<file path="config.mk">
export PLATFORM = sky130hd
export DESIGN_NAME = segmental_snr_meter_flat
export DESIGN_NICKNAME = d
export VERILOG_FILES = /design/src/design/ssnr_pkg.sv /design/src/design/ssnr_intf.sv /design/src/design/ssnr_ctrl.sv /design/src/design/ssnr_datapath.sv /design/src/design/segmental_snr_meter.sv /design/src/flat_wrapper.sv
export SDC_FILE = /design/constraint.sdc
export NUM_CORES = 2
export LEC_CHECK = 0
export BUFFER_PORTS_ARGS = -buffer_cell sky130_fd_sc_hd__buf_2
export CAP_MARGIN = 0
export CORE_MARGIN = 4
export CORE_UTILIZATION = 60
export CTS_CLUSTER_DIAMETER = 120
export CTS_CLUSTER_SIZE = 12
export DETAILED_ROUTE_END_ITERATION = 6
export HOLD_SLACK_MARGIN = 0.03
export PLACE_DENSITY = 0.76
export SYNTH_ARGS = -nofsm -noshare
export SYNTH_HDL_FRONTEND = slang
export SYNTH_SLANG_ARGS = --single-unit
</file>
<file path="constraint.sdc">
create_clock -name clk -period 26.9 [get_ports clk]
set_clock_uncertainty 0.15 [all_clocks]
set_input_delay 1.345 -clock clk [delete_from_list [all_inputs] [get_ports clk]]
set_output_delay 1.345 -clock clk [all_outputs]
set_load 0.02 [all_outputs]
</file>
<file path="src/design/ssnr_pkg.sv">
// Shared types and constants for the segmental SNR meter.
`default_nettype none
package ssnr_pkg;

    localparam int SAMPLE_W    = 16;
    localparam int SEG_LEN_W   = 13;
    localparam int MEAN_W      = 15;
    localparam int COUNT_OUT_W = 17;
    localparam int MANT_W      = 32;
    localparam int FRAC_W      = 16;
    localparam int DBF_W       = 18;
    localparam int RND_SHIFT   = 24;

    localparam logic [SEG_LEN_W-1:0] SEG_LEN_RESET = 13'd160;
    // round(10*log10(2) * 2^16)
    localparam logic [DBF_W-1:0]     DB_FACTOR     = 18'd197283;
    localparam logic [RND_SHIFT-1:0] ROUND_HALF    = 24'h800000;
    localparam logic [MEAN_W-1:0]    SNR_LOW_MAG   = 15'd2560;
    localparam logic [MEAN_W-1:0]    SNR_HIGH      = 15'd12800;
    localparam logic [3:0]           LAST_ROUND    = 4'd15;

    typedef struct packed {
        logic load_in;
        logic mul;
        logic acc;
        logic seg_clear;
        logic log_load_sig;
        logic log_load_noise;
        logic norm;
        logic square;
        logic db_mul;
        logic add;
        logic div_start;
        logic div_step;
        logic out_load;
    } cmd_t;

    typedef struct packed {
        logic seg_end;
        logic seg_ok;
        logic last;
        logic norm_done;
        logic sq_done;
        logic div_done;
        logic out_free;
    } status_t;

endpackage
`default_nettype wire

</file>
<file path="src/design/ssnr_intf.sv">
// Channel interfaces: sample pairs, results and the segment length write port.
`default_nettype none
interface ssnr_in_if;
    logic                                valid;
    logic                                ready;
    logic signed [ssnr_pkg::SAMPLE_W-1:0] original_sample;
    logic signed [ssnr_pkg::SAMPLE_W-1:0] degraded_sample;
    logic                                last;

    modport source (output valid, original_sample, degraded_sample, last, input ready);
    modport sink   (input valid, original_sample, degraded_sample, last, output ready);
endinterface

interface ssnr_out_if;
    logic                                   valid;
    logic                                   ready;
    logic signed [ssnr_pkg::MEAN_W-1:0]     mean_snr_db;
    logic        [ssnr_pkg::COUNT_OUT_W-1:0] counted_segments;

    modport source (output valid, mean_snr_db, counted_segments, input ready);
    modport sink   (input valid, mean_snr_db, counted_segments, output ready);
endinterface

interface ssnr_cfg_if;
    logic                               valid;
    logic                               ready;
    logic [ssnr_pkg::SEG_LEN_W-1:0]     segment_length;

    modport source (output valid, segment_length, input ready);
    modport sink   (input valid, segment_length, output ready);
endinterface
`default_nettype wire

</file>
<file path="src/design/ssnr_ctrl.sv">
// Sequencer for the segmental SNR meter: one request at a time through the datapath.
`default_nettype none
module ssnr_ctrl (
    input  wire logic              clk,
    input  wire logic              rst_n,
    input  wire logic              in_valid,
    output logic                   in_ready,
    input  wire ssnr_pkg::status_t status,
    output ssnr_pkg::cmd_t         cmd
);

    typedef enum logic [13:0] {
        S_IDLE       = 14'b00000000000001,
        S_MUL        = 14'b00000000000010,
        S_ACC        = 14'b00000000000100,
        S_CHECK      = 14'b00000000001000,
        S_NORM_SIG   = 14'b00000000010000,
        S_SQ_SIG     = 14'b00000000100000,
        S_LOAD_NOISE = 14'b00000001000000,
        S_NORM_NOISE = 14'b00000010000000,
        S_SQ_NOISE   = 14'b00000100000000,
        S_DB         = 14'b00001000000000,
        S_ADD        = 14'b00010000000000,
        S_DIV_INIT   = 14'b00100000000000,
        S_DIV        = 14'b01000000000000,
        S_OUT        = 14'b10000000000000
    } state_t;

    state_t state_reg;
    state_t state_next;

    always_ff @(posedge clk or negedge rst_n)
    begin
        if (!rst_n)
        begin
            state_reg <= S_IDLE;
        end
        else
        begin
            state_reg <= state_next;
        end
    end

    always_comb
    begin
        state_next = state_reg;
        cmd        = '0;
        in_ready   = 1'b0;
        case (state_reg)
            S_IDLE:
            begin
                in_ready = 1'b1;
                if (in_valid)
                begin
                    cmd.load_in = 1'b1;
                    state_next  = S_MUL;
                end
            end
            S_MUL:
            begin
                cmd.mul    = 1'b1;
                state_next = S_ACC;
            end
            S_ACC:
            begin
                cmd.acc    = 1'b1;
                state_next = S_CHECK;
            end
            S_CHECK:
            begin
                if (status.seg_end && status.seg_ok)
                begin
                    cmd.log_load_sig = 1'b1;
                    state_next       = S_NORM_SIG;
                end
                else
                begin
                    cmd.seg_clear = status.seg_end;
                    if (status.last)
                    begin
                        cmd.div_start = 1'b1;
                        state_next    = S_DIV;
                    end
                    else
                    begin
                        state_next = S_IDLE;
                    end
                end
            end
            S_NORM_SIG:
            begin
                cmd.norm = 1'b1;
                if (status.norm_done)
                begin
                    state_next = S_SQ_SIG;
                end
            end
            S_SQ_SIG:
            begin
                cmd.square = 1'b1;
                if (status.sq_done)
                begin
                    state_next = S_LOAD_NOISE;
                end
            end
            S_LOAD_NOISE:
            begin
                cmd.log_load_noise = 1'b1;
                state_next         = S_NORM_NOISE;
            end
            S_NORM_NOISE:
            begin
                cmd.norm = 1'b1;
                if (status.norm_done)
                begin
                    state_next = S_SQ_NOISE;
                end
            end
            S_SQ_NOISE:
            begin
                cmd.square = 1'b1;
                if (status.sq_done)
                begin
                    state_next = S_DB;
                end
            end
            S_DB:
            begin
                cmd.db_mul = 1'b1;
                state_next = S_ADD;
            end
            S_ADD:
            begin
                cmd.add       = 1'b1;
                cmd.seg_clear = 1'b1;
                if (status.last)
                begin
                    state_next = S_DIV_INIT;
                end
                else
                begin
                    state_next = S_IDLE;
                end
            end
            S_DIV_INIT:
            begin
                // start the divide once the closing segment is in the total
                cmd.div_start = 1'b1;
                state_next    = S_DIV;
            end
            S_DIV:
            begin
                cmd.div_step = 1'b1;
                if (status.div_done)
                begin
                    state_next = S_OUT;
                end
            end
            S_OUT:
            begin
                // hold until the output register can take the result
                if (status.out_free)
                begin
                    cmd.out_load = 1'b1;
                    state_next   = S_IDLE;
                end
            end
            default:
            begin
                state_next = S_IDLE;
            end
        endcase
    end

endmodule
`default_nettype wire

</file>
<file path="src/design/ssnr_datapath.sv">
// Datapath: energy accumulators, shared log2 unit, dB scaling, running total and divider.
`default_nettype none
module ssnr_datapath #(
    parameter int MAX_SEGMENT_LENGTH = 4096,
    parameter int MAX_SEGMENTS       = 65536
) (
    input  wire logic                                clk,
    input  wire logic                                rst_n,
    input  wire ssnr_pkg::cmd_t                      cmd,
    output ssnr_pkg::status_t                        status,
    input  wire logic signed [ssnr_pkg::SAMPLE_W-1:0] original_sample,
    input  wire logic signed [ssnr_pkg::SAMPLE_W-1:0] degraded_sample,
    input  wire logic                                last,
    input  wire logic                                cfg_valid,
    output logic                                     cfg_ready,
    input  wire logic [ssnr_pkg::SEG_LEN_W-1:0]       cfg_segment_length,
    output logic                                     out_valid,
    input  wire logic                                out_ready,
    output logic signed [ssnr_pkg::MEAN_W-1:0]        out_mean,
    output logic [ssnr_pkg::COUNT_OUT_W-1:0]          out_count
);

    localparam int POS_W   = $clog2(MAX_SEGMENT_LENGTH);
    localparam int LEN_W   = POS_W + 1;
    localparam int CMP_W   = (LEN_W > ssnr_pkg::SEG_LEN_W) ? LEN_W : ssnr_pkg::SEG_LEN_W;
    localparam int SIG_W   = POS_W + 31;
    localparam int NOISE_W = POS_W + 33;
    localparam int COUNT_W = $clog2(MAX_SEGMENTS) + 1;
    localparam int TOTAL_W = COUNT_W + 15;
    localparam int E_W     = $clog2(NOISE_W);
    localparam int LOG_W   = E_W + ssnr_pkg::FRAC_W;
    localparam int PROD_W  = LOG_W + ssnr_pkg::DBF_W;
    localparam int RND_W   = PROD_W + 1 - ssnr_pkg::RND_SHIFT;
    localparam int DIVC_W  = $clog2(TOTAL_W);
    localparam int CNTX_W  = COUNT_W + ssnr_pkg::COUNT_OUT_W;
    localparam int MW      = ssnr_pkg::MANT_W;
    localparam int FW      = ssnr_pkg::FRAC_W;
    localparam int OW      = ssnr_pkg::MEAN_W;

    // configuration
    logic [ssnr_pkg::SEG_LEN_W-1:0] seg_len_reg;

    // sample stage
    logic signed [ssnr_pkg::SAMPLE_W-1:0] orig_reg;
    logic signed [ssnr_pkg::SAMPLE_W-1:0] degr_reg;
    logic                                 last_reg;
    logic [30:0]                          sig_sq_reg;
    logic [31:0]                          noise_sq_reg;

    // segment accumulators
    logic [SIG_W-1:0]   sig_sum_reg;
    logic [NOISE_W-1:0] noise_sum_reg;
    logic [POS_W-1:0]   pos_reg;
    logic               seg_end_reg;

    // log2 unit
    logic [NOISE_W-1:0] x_reg;
    logic [E_W-1:0]     e_reg;
    logic [MW-1:0]      m_reg;
    logic [FW-1:0]      frac_reg;
    logic [3:0]         round_reg;
    logic [LOG_W-1:0]   log_sig_reg;

    // dB and totals
    logic [PROD_W-1:0]         db_prod_reg;
    logic                      db_neg_reg;
    logic signed [TOTAL_W-1:0] total_reg;
    logic [COUNT_W-1:0]        count_reg;

    // divider
    logic [TOTAL_W-1:0] q_reg;
    logic [COUNT_W-1:0] rem_reg;
    logic [DIVC_W-1:0]  div_cnt_reg;
    logic               mean_neg_reg;

    // output register
    logic              out_valid_reg;
    logic [OW-1:0]     out_mean_reg;
    logic [ssnr_pkg::COUNT_OUT_W-1:0] out_count_reg;

    // combinational
    logic [CMP_W-1:0]   len_eff;
    logic [CMP_W-1:0]   pos_plus;
    logic               seg_end;
    logic signed [31:0] sig_prod;
    logic signed [16:0] diff;
    logic signed [33:0] noise_prod;
    logic [2*MW-1:0]    m_sq;
    logic [MW:0]        m_p;
    logic signed [LOG_W:0] d_log;
    logic [LOG_W-1:0]   d_mag;
    logic [PROD_W:0]    rnd_sum;
    logic [RND_W-1:0]   rnd;
    logic [OW-1:0]      db_val;
    logic [TOTAL_W-1:0] total_mag;
    logic [COUNT_W:0]   rem_sh;
    logic [COUNT_W:0]   rem_diff;
    logic               rem_ge;
    logic [OW-1:0]      q_low;
    logic [CNTX_W-1:0]  cnt_ext;

    assign cfg_ready = 1'b1;

    always_comb
    begin
        if (seg_len_reg == '0)
        begin
            len_eff = CMP_W'(1);
        end
        else if (CMP_W'(seg_len_reg) > CMP_W'(MAX_SEGMENT_LENGTH))
        begin
            len_eff = CMP_W'(MAX_SEGMENT_LENGTH);
        end
        else
        begin
            len_eff = CMP_W'(seg_len_reg);
        end
    end

    assign pos_plus   = CMP_W'(pos_reg) + CMP_W'(1);
    assign seg_end    = (pos_plus >= len_eff);
    assign sig_prod   = orig_reg * orig_reg;
    assign diff       = $signed({orig_reg[15], orig_reg}) - $signed({degr_reg[15], degr_reg});
    assign noise_prod = diff * diff;
    assign m_sq       = (2 * MW)'(m_reg) * (2 * MW)'(m_reg);
    assign m_p        = m_sq[2*MW-1:MW-1];

    assign d_log = $signed({1'b0, log_sig_reg}) - $signed({1'b0, e_reg, frac_reg});
    assign d_mag = d_log[LOG_W] ? LOG_W'(-d_log) : LOG_W'(d_log);

    assign rnd_sum = {1'b0, db_prod_reg} + (PROD_W + 1)'(ssnr_pkg::ROUND_HALF);
    assign rnd     = rnd_sum[PROD_W:ssnr_pkg::RND_SHIFT];

    always_comb
    begin
        if (db_neg_reg)
        begin
            if (rnd > RND_W'(ssnr_pkg::SNR_LOW_MAG))
            begin
                db_val = ~ssnr_pkg::SNR_LOW_MAG + OW'(1);
            end
            else
            begin
                db_val = ~rnd[OW-1:0] + OW'(1);
            end
        end
        else if (rnd > RND_W'(ssnr_pkg::SNR_HIGH))
        begin
            db_val = ssnr_pkg::SNR_HIGH;
        end
        else
        begin
            db_val = rnd[OW-1:0];
        end
    end

    assign total_mag = total_reg[TOTAL_W-1] ? TOTAL_W'(-total_reg) : TOTAL_W'(total_reg);
    assign rem_sh    = {rem_reg, q_reg[TOTAL_W-1]};
    assign rem_diff  = rem_sh - {1'b0, count_reg};
    assign rem_ge    = (rem_sh >= {1'b0, count_reg});
    assign q_low     = q_reg[OW-1:0];
    assign cnt_ext   = CNTX_W'(count_reg);

    assign status.seg_end   = seg_end_reg;
    assign status.seg_ok    = (sig_sum_reg != '0) && (noise_sum_reg != '0)
                              && (count_reg < COUNT_W'(MAX_SEGMENTS));
    assign status.last      = last_reg;
    assign status.norm_done = x_reg[NOISE_W-1];
    assign status.sq_done   = (round_reg == ssnr_pkg::LAST_ROUND);
    assign status.div_done  = (div_cnt_reg == DIVC_W'(TOTAL_W - 1));
    assign status.out_free  = !out_valid_reg || out_ready;

    assign out_valid = out_valid_reg;
    assign out_mean  = $signed(out_mean_reg);
    assign out_count = out_count_reg;

    // configuration and control-like state
    always_ff @(posedge clk or negedge rst_n)
    begin
        if (!rst_n)
        begin
            seg_len_reg   <= ssnr_pkg::SEG_LEN_RESET;
            out_valid_reg <= 1'b0;
            sig_sum_reg   <= '0;
            noise_sum_reg <= '0;
            pos_reg       <= '0;
            total_reg     <= '0;
            count_reg     <= '0;
        end
        else
        begin
            if (cfg_valid)
            begin
                seg_len_reg <= cfg_segment_length;
            end
            if (cmd.out_load)
            begin
                out_valid_reg <= 1'b1;
            end
            else if (out_ready)
            begin
                out_valid_reg <= 1'b0;
            end
            if (cmd.acc)
            begin
                sig_sum_reg   <= sig_sum_reg + SIG_W'(sig_sq_reg);
                noise_sum_reg <= noise_sum_reg + NOISE_W'(noise_sq_reg);
                if (!seg_end)
                begin
                    pos_reg <= pos_plus[POS_W-1:0];
                end
            end
            if (cmd.seg_clear || cmd.out_load)
            begin
                sig_sum_reg   <= '0;
                noise_sum_reg <= '0;
                pos_reg       <= '0;
            end
            if (cmd.add)
            begin
                total_reg <= total_reg + TOTAL_W'($signed(db_val));
                count_reg <= count_reg + COUNT_W'(1);
            end
            if (cmd.out_load)
            begin
                total_reg <= '0;
                count_reg <= '0;
            end
        end
    end

    // payload registers
    always_ff @(posedge clk)
    begin
        if (cmd.load_in)
        begin
            orig_reg <= original_sample;
            degr_reg <= degraded_sample;
            last_reg <= last;
        end
        if (cmd.mul)
        begin
            sig_sq_reg   <= sig_prod[30:0];
            noise_sq_reg <= noise_prod[31:0];
        end
        if (cmd.acc)
        begin
            seg_end_reg <= seg_end;
        end
        if (cmd.log_load_sig || cmd.log_load_noise)
        begin
            x_reg     <= cmd.log_load_sig ? NOISE_W'(sig_sum_reg) : noise_sum_reg;
            e_reg     <= E_W'(NOISE_W - 1);
            frac_reg  <= '0;
            round_reg <= '0;
        end
        if (cmd.log_load_noise)
        begin
            log_sig_reg <= {e_reg, frac_reg};
        end
        if (cmd.norm)
        begin
            // normalize: coarse steps first, then one bit
            if (x_reg[NOISE_W-1])
            begin
                m_reg <= x_reg[NOISE_W-1 -: MW];
            end
            else if (x_reg[NOISE_W-1 -: 16] == '0)
            begin
                x_reg <= x_reg << 16;
                e_reg <= e_reg - E_W'(16);
            end
            else if (x_reg[NOISE_W-1 -: 4] == '0)
            begin
                x_reg <= x_reg << 4;
                e_reg <= e_reg - E_W'(4);
            end
            else
            begin
                x_reg <= x_reg << 1;
                e_reg <= e_reg - E_W'(1);
            end
        end
        if (cmd.square)
        begin
            round_reg <= round_reg + 4'd1;
            frac_reg  <= {frac_reg[FW-2:0], m_p[MW]};
            m_reg     <= m_p[MW] ? m_p[MW:1] : m_p[MW-1:0];
        end
        if (cmd.db_mul)
        begin
            db_prod_reg <= PROD_W'(d_mag) * PROD_W'(ssnr_pkg::DB_FACTOR);
            db_neg_reg  <= d_log[LOG_W];
        end
        if (cmd.div_start)
        begin
            q_reg        <= total_mag + TOTAL_W'(count_reg >> 1);
            rem_reg      <= '0;
            div_cnt_reg  <= '0;
            mean_neg_reg <= total_reg[TOTAL_W-1];
        end
        if (cmd.div_step)
        begin
            div_cnt_reg <= div_cnt_reg + DIVC_W'(1);
            rem_reg     <= rem_ge ? rem_diff[COUNT_W-1:0] : rem_sh[COUNT_W-1:0];
            q_reg       <= {q_reg[TOTAL_W-2:0], rem_ge};
        end
        if (cmd.out_load)
        begin
            if (count_reg == '0)
            begin
                out_mean_reg <= '0;
            end
            else
            begin
                out_mean_reg <= mean_neg_reg ? (~q_low + OW'(1)) : q_low;
            end
            out_count_reg <= cnt_ext[ssnr_pkg::COUNT_OUT_W-1:0];
        end
    end

endmodule
`default_nettype wire

</file>
<file path="src/design/segmental_snr_meter.sv">
// Top level of the segmental SNR meter: controller, datapath and channel hookup.
//
//   channel   dir   payload                                   request taken when
//   samples   in    original_sample, degraded_sample, last    valid && ready
//   result    out   mean_snr_db, counted_segments             valid && ready
//   cfg       in    segment_length                            valid && ready
//
// A pair that does not end a segment passes the load, multiply, accumulate and
// check states. A pair that closes a counted segment runs two log2 passes
// through the one shared squaring unit (normalize, then 16 rounds each), a
// noise load state and dB scaling. A last pair adds the restoring divider over
// COUNT_W+15 quotient bits (32 at default), a setup state after a counted
// segment, and the output load. Reset clears all running state and sets
// segment_length to 160. A stalled result waits in the output register; the next
// result holds in the controller until it drains, and input stalls meanwhile.
`default_nettype none
module segmental_snr_meter #(
    parameter int MAX_SEGMENT_LENGTH = 4096,
    parameter int MAX_SEGMENTS       = 65536
) (
    input wire logic  clk,
    input wire logic  rst_n,
    ssnr_in_if.sink   samples,
    ssnr_out_if.source result,
    ssnr_cfg_if.sink  cfg
);

    ssnr_pkg::cmd_t    cmd;
    ssnr_pkg::status_t status;
    logic              in_ready;

    assign samples.ready = in_ready;

    ssnr_ctrl u_ctrl (
        .clk      (clk),
        .rst_n    (rst_n),
        .in_valid (samples.valid),
        .in_ready (in_ready),
        .status   (status),
        .cmd      (cmd)
    );

    ssnr_datapath #(
        .MAX_SEGMENT_LENGTH (MAX_SEGMENT_LENGTH),
        .MAX_SEGMENTS       (MAX_SEGMENTS)
    ) u_datapath (
        .clk                (clk),
        .rst_n              (rst_n),
        .cmd                (cmd),
        .status             (status),
        .original_sample    (samples.original_sample),
        .degraded_sample    (samples.degraded_sample),
        .last               (samples.last),
        .cfg_valid          (cfg.valid),
        .cfg_ready          (cfg.ready),
        .cfg_segment_length (cfg.segment_length),
        .out_valid          (result.valid),
        .out_ready          (result.ready),
        .out_mean           (result.mean_snr_db),
        .out_count          (result.counted_segments)
    );

`ifndef SYNTHESIS
    a_one_at_a_time: assert property (@(posedge clk) disable iff (!rst_n)
        samples.valid && samples.ready |=> !samples.ready)
        else $error("sample request taken while previous one in work");

    a_mean_range: assert property (@(posedge clk) disable iff (!rst_n)
        result.valid |-> ($signed(result.mean_snr_db) >= -15'sd2560
                          && $signed(result.mean_snr_db) <= 15'sd12800))
        else $error("mean out of clamp range");

    a_empty_mean: assert property (@(posedge clk) disable iff (!rst_n)
        result.valid && (result.counted_segments == 17'd0) |-> (result.mean_snr_db == 15'sd0))
        else $error("nonzero mean with no counted segment");
`endif

endmodule
`default_nettype wire
</file>
<file path="src/flat_wrapper.sv">
// flat-port wrapper written by rule: the top's interface ports become plain ports
module segmental_snr_meter_flat 
#(
    parameter int MAX_SEGMENT_LENGTH = 4096,
    parameter int MAX_SEGMENTS       = 65536
)
  (clk, rst_n, samples_valid, samples_original_sample, samples_degraded_sample, samples_last, samples_ready, result_valid, result_mean_snr_db, result_counted_segments, result_ready, cfg_valid, cfg_segment_length, cfg_ready);
  ssnr_in_if samples_i ();
  ssnr_out_if result_i ();
  ssnr_cfg_if cfg_i ();
  input wire logic clk;
  input wire logic rst_n;
  input wire logic [$bits(samples_i.valid)-1:0] samples_valid;
  input wire logic [$bits(samples_i.original_sample)-1:0] samples_original_sample;
  input wire logic [$bits(samples_i.degraded_sample)-1:0] samples_degraded_sample;
  input wire logic [$bits(samples_i.last)-1:0] samples_last;
  output wire logic [$bits(samples_i.ready)-1:0] samples_ready;
  output wire logic [$bits(result_i.valid)-1:0] result_valid;
  output wire logic [$bits(result_i.mean_snr_db)-1:0] result_mean_snr_db;
  output wire logic [$bits(result_i.counted_segments)-1:0] result_counted_segments;
  input wire logic [$bits(result_i.ready)-1:0] result_ready;
  input wire logic [$bits(cfg_i.valid)-1:0] cfg_valid;
  input wire logic [$bits(cfg_i.segment_length)-1:0] cfg_segment_length;
  output wire logic [$bits(cfg_i.ready)-1:0] cfg_ready;
  assign samples_i.valid = samples_valid;
  assign samples_i.original_sample = samples_original_sample;
  assign samples_i.degraded_sample = samples_degraded_sample;
  assign samples_i.last = samples_last;
  assign samples_ready = samples_i.ready;
  assign result_valid = result_i.valid;
  assign result_mean_snr_db = result_i.mean_snr_db;
  assign result_counted_segments = result_i.counted_segments;
  assign result_i.ready = result_ready;
  assign cfg_i.valid = cfg_valid;
  assign cfg_i.segment_length = cfg_segment_length;
  assign cfg_ready = cfg_i.ready;
  segmental_snr_meter #(.MAX_SEGMENT_LENGTH(MAX_SEGMENT_LENGTH), .MAX_SEGMENTS(MAX_SEGMENTS)) u_core (.clk(clk), .rst_n(rst_n), .samples(samples_i), .result(result_i), .cfg(cfg_i));
endmodule
</file>
==> insert_results.sql <==
INSERT INTO impl_metrics (metric_group, metric, value, unit) VALUES
('status', 'status', 'finished clean', ''),
('layout', 'area_growth', '4.47', '%'),
('setup_path', 'timing.critical_path.from', 'u_core.u_datapath.orig_reg[0]', ''),
('setup_path', 'critPathMostFrequentCell', 'sky130_fd_sc_hd__fa_1', ''),
('routing', 'avgViaCountPerCell', '5.80', ''),
('synth', 'postSynthNetCount', '10883', ''),
('placement', 'dp_worst_setup_slack', '15680', 'ps'),
('floorplan', 'fp-row-count', '135', ''),
('clocking', 'cts_resized', '0', ''),
('timing', 'post_route_clock_period_utilization', '0.421', ''),
('clocking', 'ctsHoldBuffers', '0', ''),
('synth', 'synth-edff-count', '278', ''),
('layout', 'drive_gt1_frac', '0.0374', ''),
('timing', 'slew_headroom', '0.207', ''),
('floorplan', 'fp.dieArea', '142000', 'um2'),
('clocking', 'numClockSinks', '502', ''),
('min_path', 'timing.hold.worst.class', 'flop to flop', ''),
('synth', 'synth.cell_area', '81700', 'um2'),
('setup_path', 'timing.critical_path.slowest_cell_delay', '800', 'ps'),
('grt', 'via_count_of_the_first_global_routing_pass', '64206', ''),
('synth', 'synth_async_sr_flop_share', '0.353', ''),
('timing', 'final-hold-violation-count', '0', ''),
('setup_path', 'worstSetupPathType', 'flop to flop', ''),
('setup_path', 'reg2reg_from', 'u_core.u_datapath.orig_reg[0]', ''),
('grt', 'aggregate_global_route_resource_usage', '0.294', ''),
('timing', 'finalSetupViolCount', '0', ''),
('setup_path', 'rrSetupSlack', '15580', 'ps'),
('routing', 'post_route_drc_violation_count', '0', ''),
('routing', 'drt_first_pass_iters', '6', ''),
('timing', 'rsz0062_at_grt', 'false', ''),
('setup_path', 'slowest_stage', 'sky130_fd_sc_hd__o41ai_1', ''),
('routing', 'antenna_left', '0', ''),
('placement', 'place_congestion', '0.938', ''),
('min_path', 'holdCritStartpoint', 'u_core.u_datapath.frac_reg[9]', ''),
('min_path', 'timing.hold.worst_path_depth', '0', ''),
('clocking', 'ctsRootBufferMaster', 'sky130_fd_sc_hd__clkbuf_16', ''),
('layout', 'design.final.nets', '10803', ''),
('timing', 'worst_slack', '15580', 'ps'),
('clocking', 'cts_setup_buffers', '0', ''),
('clocking', 'clock_insertion_delay_worst_skew', '650', 'ps'),
('min_path', 'timing.hold.worst_endpoint', 'u_core.u_datapath.log_sig_reg[9]', ''),
('routing', 'post_drt_wl_per_cell', '19.5', 'um'),
('grt', 'antenna_found_initial', '3', ''),
('floorplan', 'die_height', '377', 'um'),
('floorplan', 'start_util', '0.604', ''),
('setup_path', 'critical_path_required', '27120', 'ps'),
('clocking', 'tritoncts', 'built', ''),
('floorplan', 'floorplan.die.width', '377', 'um'),
('placement', 'place.detailed.hpwl', '162000', 'um'),
('setup_path', 'worstSetupStartpointType', 'flop', ''),
('floorplan', 'core_box_area', '135000', 'um2'),
('grt', 'grt_first_pass_wirelength', '336000', 'um'),
('timing', 'drv_slew', '0', ''),
('routing', 'vias', '60352', ''),
('timing', 'final_period_minus_worst_setup_slack', '11320', 'ps'),
('routing', 'postRouteWirelength', '203000', 'um'),
('timing', 'final.setup.tns', '0', 'ps'),
('timing', 'achievable-frequency', '88.4', 'MHz'),
('setup_path', 'critPathArrivalTime', '11540', 'ps'),
('clocking', 'cts_max_path_buffers', '3', ''),
('clocking', 'htreeDepth', '2', ''),
('clocking', 'cts.clk_slew.worst_paths', '70', 'ps'),
('grt', 'grt_max_degree', '85', ''),
('routing', 'detail_route.iter0.violations', '4427', ''),
('synth', 'ys_seq_elements', '502', ''),
('synth', 'netlist-cell-type-count', '100', ''),
('placement', 'placement.io_buffers', '84', ''),
('setup_path', 'worst_setup_path_end_kind', 'flop', ''),
('setup_path', 'worst-path-max-fanout', '18', ''),
('setup_path', 'reg2regPathDepth', '35', ''),
('run', 'drv.max_cap_violation_count', '0', ''),
('floorplan', 'ports_placed_on_the_boundary', '86', ''),
('synth', 'dominantRegCellSynth', 'sky130_fd_sc_hd__edfxtp_1', ''),
('synth', 'synthesis.yosys.warnings', '0', ''),
('timing', 'worst_slew_pin_slew', '1190', 'ps'),
('synth', 'post_synth.cell_area_avg', '9.42', 'um2'),
('synth', 'fraction_of_the_yosys_area_taken_by_sequential_cells', '0.168', ''),
('setup_path', 'critical_path.reg2reg.endpoint', 'u_core.u_datapath.noise_sq_reg[31]', ''),
('synth', 'synth_cells', '8665', ''),
('clocking', 'tritoncts.num_buffers', '48', ''),
('grt', 'overflow', '0', '');
==> critical path: cells and delay by family (launching register included) <==
| family | cells | cell delay (ps) |
|---|---|---|
| adders and majority gates | 9 | 3980 |
| xor gates and xnor gates | 1 | 90 |
| and+or+nand+nor | 3 | 850 |
| buffers and inverters | 8 | 1350 |
| AOI/OAI and AO/OA | 14 | 4100 |
| DFF | 1 | 520 |
==> through the flow <==
stage	area, um2	hold WS, ps	util	std cells
2_1_floorplan	81700	272	-	8665
3_3_place_gp	83900	280	0.620	10316
3_5_place_dp	83900	287	0.620	10316
4_1_cts	85300	282	0.631	10406
5_1_grt	85300	297	0.631	10406
6_report	85300	277	0.631	10409
==> Yosys cell counts, types with 128 or more instances <==
master | instances | area (um2)
sky130_fd_sc_hd__a21o_1 | 128 | 961
sky130_fd_sc_hd__a21oi_1 | 358 | 1790
sky130_fd_sc_hd__and2_1 | 275 | 1720
sky130_fd_sc_hd__clkbuf_1 | 268 | 1010
sky130_fd_sc_hd__dfrtp_1 | 174 | 4350
sky130_fd_sc_hd__edfxtp_1 | 278 | 8350
sky130_fd_sc_hd__fa_1 | 1375 | 27500
sky130_fd_sc_hd__ha_1 | 792 | 9910
sky130_fd_sc_hd__inv_1 | 1814 | 6810
sky130_fd_sc_hd__nand2_1 | 772 | 2900
sky130_fd_sc_hd__nand3_1 | 188 | 941
sky130_fd_sc_hd__nor2_1 | 445 | 1670
sky130_fd_sc_hd__o21ai_0 | 264 | 1320
sky130_fd_sc_hd__xnor2_1 | 247 | 2160
sky130_fd_sc_hd__xor2_1 | 170 | 1490
==> metal layers <==
| layer | track usage | part of all wire | vias up |
|---|---|---|---|
| met1 | 0.384 | 0.40 | 29986 |
| met3 | 0.0447 | 0.069 | 563 |
| met2 | 0.499 | 0.48 | 2195 |
| met5 | 0 | 0.00011 | - |
| li1 | - | - | 27604 |
| met4 | 0.111 | 0.045 | 4 |
==> how the worst max path moves through the flow <==
stage / to / slack [ps] / cells past startpoint
finish: u_core.u_datapath.noise_sq_reg[31] / 15580 / 35
global route: u_core.u_datapath.noise_sq_reg[31] / 14780 / 35
CTS: u_core.u_datapath.noise_sq_reg[31] / 15640 / 35
detailed placement: u_core.u_datapath.noise_sq_reg[31] / 15680 / 35
global placement: u_core.u_datapath.noise_sq_reg[31] / 16000 / 35
floorplan: u_core.u_datapath.noise_sq_reg[31] / 17230 / 36
==> cells in the final DEF (no fill, tap or decap), types with 80 or more instances in the layout <==
cell,synthesis,final
sky130_fd_sc_hd__nand3_1,188,188
sky130_fd_sc_hd__edfxtp_1,278,278
sky130_fd_sc_hd__inv_1,1814,1814
sky130_fd_sc_hd__buf_4,2,80
sky130_fd_sc_hd__o21ai_0,264,264
sky130_fd_sc_hd__fa_1,1375,1375
sky130_fd_sc_hd__dfrtp_1,174,174
sky130_fd_sc_hd__buf_2,2,83
sky130_fd_sc_hd__nor3_1,107,107
sky130_fd_sc_hd__ha_1,792,792
sky130_fd_sc_hd__and2_1,275,274
sky130_fd_sc_hd__a21oi_1,358,358
sky130_fd_sc_hd__xor2_1,170,170
sky130_fd_sc_hd__a21o_1,128,128
sky130_fd_sc_hd__nor2_1,445,444
sky130_fd_sc_hd__xnor2_1,247,245
sky130_fd_sc_hd__nand2_1,772,772
==> cell type report <==
type,instances,area [um2]
clock inverter,5,62.6
clock buffer,85,1360
fill,11054,50000
timing repair buffer,164,1030
sequential,502,13700
inverter,1823,6840
antenna,3,7.51
tap,1781,2230
multi-input combinational,6046,60100
==> kinds of logic after synthesis <==
kind of cell,count (synthesis),share of synthesized area
other,1,0.0000459
XOR/XNOR,417,0.0447
adder cells (fa/ha/maj),2167,0.458
multiplexers,36,0.00469
flip-flops,502,0.168
buffers and inverters,2117,0.0977
AND/OR/NAND/NOR,2188,0.128
AO/OA/AOI/OAI,1237,0.0981
Power is left out: the tool's default activity adds up to more than one toggle a clock period on the data nets, which glitch-free logic cannot reach.
